`config.mk`:
```
export PLATFORM = sky130hd
export DESIGN_NAME = rrr_skid
export DESIGN_NICKNAME = d
export VERILOG_FILES = /design/src/hdl/rrr_skid.sv
export SDC_FILE = /design/constraint.sdc
export NUM_CORES = 1
export LEC_CHECK = 0
export BUFFER_PORTS_ARGS = -buffer_cell sky130_fd_sc_hd__clkbuf_2
export CORE_MARGIN = 2
export CORE_UTILIZATION = 42
export DETAILED_ROUTE_END_ITERATION = 7
export GPL_TIMING_DRIVEN = 0
export PLACE_DENSITY = 0.71
export SLEW_MARGIN = 20
export SYNTH_ARGS = -nofsm -noshare
export SYNTH_HDL_FRONTEND = slang
export SYNTH_SLANG_ARGS = --single-unit
export TNS_END_PERCENT = 100
```
`constraint.sdc`:
```
create_clock -name clk_i -period 1.7 [get_ports clk_i]
set_clock_uncertainty 0.1 [all_clocks]
set_input_delay 0.34 -clock clk_i [delete_from_list [all_inputs] [get_ports clk_i]]
set_output_delay 0.34 -clock clk_i [all_outputs]
set_load 0.05 [all_outputs]
```
`src/hdl/rrr_skid.sv`:
```
module rrr_skid #(
  parameter int DW = 8
) (
  input  logic          clk_i,
  input  logic          rst_ni,
  input  logic          in_valid_i,
  input  logic [DW-1:0] in_data_i,
  output logic          in_ready_o,
  output logic          out_valid_o,
  output logic [DW-1:0] out_data_o,
  input  logic          out_ready_i
);

  logic          out_v_q, out_v_d;
  logic          sp_v_q, sp_v_d;
  logic [DW-1:0] out_data_q, sp_data_q;
  logic          ld_out_in, ld_out_sp, ld_sp;
  logic          take, push;

  assign in_ready_o  = !sp_v_q;
  assign out_valid_o = out_v_q;
  assign out_data_o  = out_data_q;

  // Move words between the input, the spare slot and the output slot
  always_comb begin
    take      = out_ready_i || !out_v_q;
    push      = in_valid_i && !sp_v_q;
    out_v_d   = out_v_q;
    sp_v_d    = sp_v_q;
    ld_out_in = 1'b0;
    ld_out_sp = 1'b0;
    ld_sp     = 1'b0;
    if (take) begin
      if (sp_v_q) begin
        out_v_d   = 1'b1;
        sp_v_d    = 1'b0;
        ld_out_sp = 1'b1;
      end else begin
        out_v_d   = push;
        ld_out_in = push;
      end
    end else if (push) begin
      sp_v_d = 1'b1;
      ld_sp  = 1'b1;
    end
  end

  always_ff @(posedge clk_i or negedge rst_ni) begin
    if (!rst_ni) begin
      out_v_q <= 1'b0;
      sp_v_q  <= 1'b0;
    end else begin
      out_v_q <= out_v_d;
      sp_v_q  <= sp_v_d;
    end
  end

  always_ff @(posedge clk_i) begin
    if (ld_out_in) begin
      out_data_q <= in_data_i;
    end else if (ld_out_sp) begin
      out_data_q <= sp_data_q;
    end
    if (ld_sp) begin
      sp_data_q <= in_data_i;
    end
  end

endmodule

```
# [Yosys cells after proc, flatten, opt, wreduce, memory -nomap -nowiden]
# Index checks and enable logic that the tools add are counted.
[word_totals] word_cells=21 output_inout_bits=10 regBits=18 input_bits=12
[op_classes] n_mux=11 n_reduce_logical=6
[ops] cell="2-to-1 mux 8 bit" n=2
[ops] cell="2-to-1 mux 1 bit" n=9
[ops] cell="nonzero test 2 bit" n=2
[ops] cell="logical NOT 1 bit" n=2
[ops] cell="logical AND 1 bit" n=1
[ops] cell="logical OR 1 bit" n=1

# [Depth between registers and ports, before layout]
[depth] ltp_word=5 depth_mapped=3 mapped_depth_nobuf=3

# [Least setup slack after synthesis]
# No wires, ideal clock.
[synth_timing] kind="register to register" startpoint="register out_v_q (netlist: out_valid_o)" endpoint="register sp_data_q[0], enable pin" period_less_slack_ns=1.975 n_path_buf=0 setup_time_ns=0.385 path_stages_with_launch=3 required_time_ns=1.215 path_slack_ns=-0.275 arrival_time_ns=1.490 path_cell_list="dfrtp_1 nand2b_4 nor3b_1"
[synth_via] elab_chain_len=3
[synth_rtl] item="from (decl)" line="14" text="logic out_v_q, out_v_d;"
[synth_rtl] item="from (signal assigned)" line="53" text="out_v_q <= out_v_d;"
[synth_rtl] item="logical NOT 1 bit" line="26" text="take = out_ready_i || !out_v_q;"
[synth_rtl] item="logical OR 1 bit" line="26"
[synth_rtl] item="2-to-1 mux 1 bit" line="33" text="if (take) begin"
[synth_rtl] item="via ld_sp" line="17" text="logic ld_out_in, ld_out_sp, ld_sp;"
[synth_rtl] item="to (signal assigned)" line="65" text="sp_data_q <= in_data_i;"
[synth_rtl] item="to (decl)" line="16" text="logic [DW-1:0] out_data_q, sp_data_q;"
# The timed path passes the listed nets, and every way through them passes these cells.
# A chain may end at the register's enable or synchronous reset.

# [Worst setup path after layout]
[layout_timing] startpoint="register sp_v_q" endpoint="output in_ready_o"
[layout_via] elab_chain_len=1
[layout_rtl] item="from (decl)" line="15" text="logic sp_v_q, sp_v_d;"
[layout_rtl] item="from (signal assigned)" line="54" text="sp_v_q <= sp_v_d;"
[layout_rtl] item="logical NOT 1 bit" line="20" text="assign in_ready_o = !sp_v_q;"
[layout_rtl] item="to (decl)" line="8" text="output logic in_ready_o,"
# Every way passes these cells.

==> impl_metrics.prom <==
# TYPE chip_impl_metric gauge
chip_impl_metric{name="clkSinkCount",unit=""} 18
chip_impl_metric{name="stdcell_area",unit="µm²"} 848
chip_impl_metric{name="dr.first_iter.drc_count",unit=""} 2
chip_impl_metric{name="yosys_register_bits",unit=""} 18
chip_impl_metric{name="crit_arrival",unit="ns"} 1.12
chip_impl_metric{name="synthDistinctLibCells",unit=""} 10
chip_impl_metric{name="clock_latency_on_the_worst_skew_pair",unit="ns"} 0.28
chip_impl_metric{name="route.final.wire_length",unit="µm"} 988
chip_impl_metric{name="grt_pass1_vias",unit=""} 375
chip_impl_metric{name="synth_largest_type_area_fraction",unit="%"} 70.5
chip_impl_metric{name="synth_warnings",unit=""} 0
chip_impl_metric{name="chipWidth",unit="µm"} 44.3
chip_impl_metric{name="final_hold_viol_count",unit=""} 0
chip_impl_metric{name="min_period",unit="ns"} 1.56
chip_impl_metric{name="antenna_found_initial",unit=""} 0
chip_impl_info{name="run_status",value="completed"} 1
chip_impl_metric{name="synth_seq_area_share",unit="%"} 77.8
chip_impl_metric{name="maxCapViolCount",unit=""} 0
chip_impl_metric{name="place.gp.congestion",unit=""} 0.656
chip_impl_metric{name="slack_of_the_worst_reg_to_reg_path",unit="ns"} 0.20
chip_impl_metric{name="die-area",unit="µm²"} 1960
chip_impl_info{name="commonest_non_fill_non_tap_cell_in_the_layout",value="sky130_fd_sc_hd__clkbuf_2"} 1
chip_impl_metric{name="drt-pass1-iter-count",unit=""} 2
chip_impl_metric{name="final.period_utilization",unit="%"} 91.6
chip_impl_metric{name="multi_input_comb_area",unit="µm²"} 153
chip_impl_metric{name="io_pins",unit=""} 22
chip_impl_metric{name="syn_nets",unit=""} 46
chip_impl_metric{name="reg2reg_depth",unit=""} 2
chip_impl_metric{name="syn-mean-instance-area",unit="µm²"} 20.1
chip_impl_metric{name="post-place-ws",unit="ns"} 0.0656
chip_impl_metric{name="dpl.cell_count",unit=""} 71
chip_impl_metric{name="fp.coreArea",unit="µm²"} 1510
chip_impl_info{name="grt_setup_unrepaired",value="false"} 1
chip_impl_metric{name="drcViolationCount",unit=""} 0
chip_impl_metric{name="route.met3.wl",unit="µm"} 61
chip_impl_metric{name="power.ir.vdd_worst",unit="µV"} 481
chip_impl_metric{name="via_count",unit=""} 379
chip_impl_metric{name="grt_start_max_net_pins",unit=""} 11
chip_impl_metric{name="finalMaxSlewViolations",unit=""} 0
chip_impl_metric{name="worst_setup_hold_path_clk_slew",unit="ns"} 0.10
chip_impl_info{name="most_frequent_cells_in_the_layout",value="21 x sky130_fd_sc_hd__clkbuf_2, 16 x sky130_fd_sc_hd__edfxtp_1, 8 x sky130_fd_sc_hd__mux2_2, 3 x sky130_fd_sc_hd__clkbuf_4"} 1
chip_impl_metric{name="grt_first_pass_wirelength",unit="µm"} 1520
chip_impl_metric{name="setup_tns",unit="ns"} 0
chip_impl_info{name="synth_area_leader_cell",value="sky130_fd_sc_hd__edfxtp_1"} 1
chip_impl_metric{name="final.setup.worst_slack",unit="ns"} 0.143
chip_impl_info{name="worst_setup_path_end_kind",value="primary output"} 1
chip_impl_info{name="ys_top_cells_by_area",value="sky130_fd_sc_hd__edfxtp_1 70%, sky130_fd_sc_hd__mux2_2 13%, sky130_fd_sc_hd__dfrtp_1 7.3%"} 1
chip_impl_metric{name="placementRows",unit=""} 14
chip_impl_metric{name="p_leak",unit="nW"} 0.340
chip_impl_metric{name="drt-met1-wl",unit="µm"} 388
chip_impl_metric{name="grt_overflow_total",unit=""} 0
chip_impl_metric{name="port_buffers",unit=""} 21
chip_impl_metric{name="power",unit="mW"} 0.886
chip_impl_metric{name="design.final.nets",unit=""} 73
chip_impl_metric{name="cts.repair_timing.setup_buffer_count",unit=""} 0
chip_impl_metric{name="synthToLayoutAreaGrowth",unit="%"} 24.4
chip_impl_metric{name="post_drt_wl_per_cell",unit="µm"} 13.0
chip_impl_metric{name="fin_worst_hold_slack",unit="ns"} 0.148
chip_impl_info{name="tritoncts_clock_tree",value="yes"} 1
chip_impl_metric{name="fillers",unit=""} 125
chip_impl_info{name="routed.top_layer",value="met3"} 1
chip_impl_metric{name="avgViaCountPerCell",unit=""} 4.99
chip_impl_metric{name="antenna-diode-count",unit=""} 0
chip_impl_metric{name="worst_slew_margin_rel",unit="%"} 58.2
chip_impl_metric{name="final_layout_size_suffix_gt1_share",unit="%"} 58.3
chip_impl_metric{name="effective_utilization_at_floorplan",unit="%"} 45.3
chip_impl_metric{name="cts_buffer_depth",unit=""} 2
chip_impl_info{name="clockRootBuffer",value="sky130_fd_sc_hd__clkbuf_4"} 1
chip_impl_info{name="timing.setup.critical_path_class",value="reg -> out"} 1
chip_impl_metric{name="synthesis.instances",unit=""} 34
chip_impl_metric{name="cts_made_buffers",unit=""} 3
chip_impl_metric{name="track_usage",unit="%"} 11.5
chip_impl_metric{name="critical_path_required",unit="ns"} 1.26
chip_impl_info{name="hold_path.class",value="in -> reg"} 1
chip_impl_metric{name="ff_latch_area",unit="µm²"} 531
chip_impl_metric{name="drt.antenna.violating_nets",unit=""} 0
chip_impl_metric{name="worst_pin_slew",unit="ns"} 0.624
chip_impl_metric{name="crit_path_max_fanout",unit=""} 4
chip_impl_metric{name="fin_cells",unit=""} 76
chip_impl_metric{name="die_height",unit="µm"} 44.3
chip_impl_metric{name="cts_htree_levels",unit=""} 1
chip_impl_metric{name="fmax",unit="MHz"} 642
chip_impl_info{name="setup.worst_path.start_class",value="flop"} 1
chip_impl_metric{name="utilization",unit="%"} 56.3
chip_impl_metric{name="p_per_area",unit="nW/µm²"} 1040
chip_impl_metric{name="place_area",unit="µm²"} 812
chip_impl_metric{name="syn_area",unit="µm²"} 682
chip_impl_metric{name="met2WireLength",unit="µm"} 538
chip_impl_metric{name="hold-path-cell-count",unit=""} 1
chip_impl_metric{name="setup_viol_count_final",unit=""} 0
==> sequential cells by signal, indices dropped and copies added (netlist names) <==
name and count:
sp_data_q 8, out_data_o 8, sp_v_q 1, out_valid_o 1
==> cell families (layout without fill, tap and decap cells) <==
logic type	count (synthesis)	after routing	synth area share, %
muxes	8	8	13.2
and+or+nand+nor	6	6	7.34
buffers and inverters	1	27	0.550
DFF	18	18	77.8
AOI/OAI and AO/OA	1	1	1.10
==> final timing paths <==
check / endpoint / from
max in group asynchronous: sp_v_q$_DFFE_PN0P_ / rst_ni
worst min-delay path: sp_data_q[6]$_DFFE_PP_ / in_data_i[6]
worst max-delay path: in_ready_o / sp_v_q$_DFFE_PN0P_
worst max register to register: sp_data_q[7]$_DFFE_PP_ / out_valid_o$_DFFE_PN0N_
worst min register to register: out_data_o[7]$_DFFE_PP_ / sp_data_q[7]$_DFFE_PP_
min in group asynchronous: out_valid_o$_DFFE_PN0N_ / rst_ni
==> area by class of cell <==
cell class,instances,area share (%)
clock buffers,4,3.10
repair buffers,22,13.6
well taps,16,2.36
multi-input cells,15,18.0
flip-flops and latches,18,62.5
inverters,1,0.442
==> synthesized netlist by cell type, drive strengths merged <==
cell    count
nor3b       1
inv         1
nand2       1
mux2        8
dfrtp       2
edfxtp     16
o21a        1
nor2        2
nand2b      1
nand3       1
==> critical path: stages (launching register included) <==
cell	delay, ns
sky130_fd_sc_hd__dfrtp_1	0.42
sky130_fd_sc_hd__inv_1	0.13
sky130_fd_sc_hd__clkbuf_2	0.29
==> routing by layer <==
layer,vias to the layer above,GRT usage [%]
li1,184,-
met5,-,0
met1,183,13.5
met3,0,3.67
met4,0,5.45
met2,12,19.1
==> power by group <==
group | switching (mW) | internal, mW
Sequential | 0.00920 | 0.516
Clock | 0.116 | 0.0909
Combinational | 0.108 | 0.0461
Total | 0.233 | 0.653
==> timing repair <==
item / CTS / global route
setup endpoints to repair: 0 / 0
hold buffers: 1 / 0
resized for setup: 0 / 0
hold endpoints to repair: 2 / 0
Note: power is estimated with default switching activity, not from simulation.
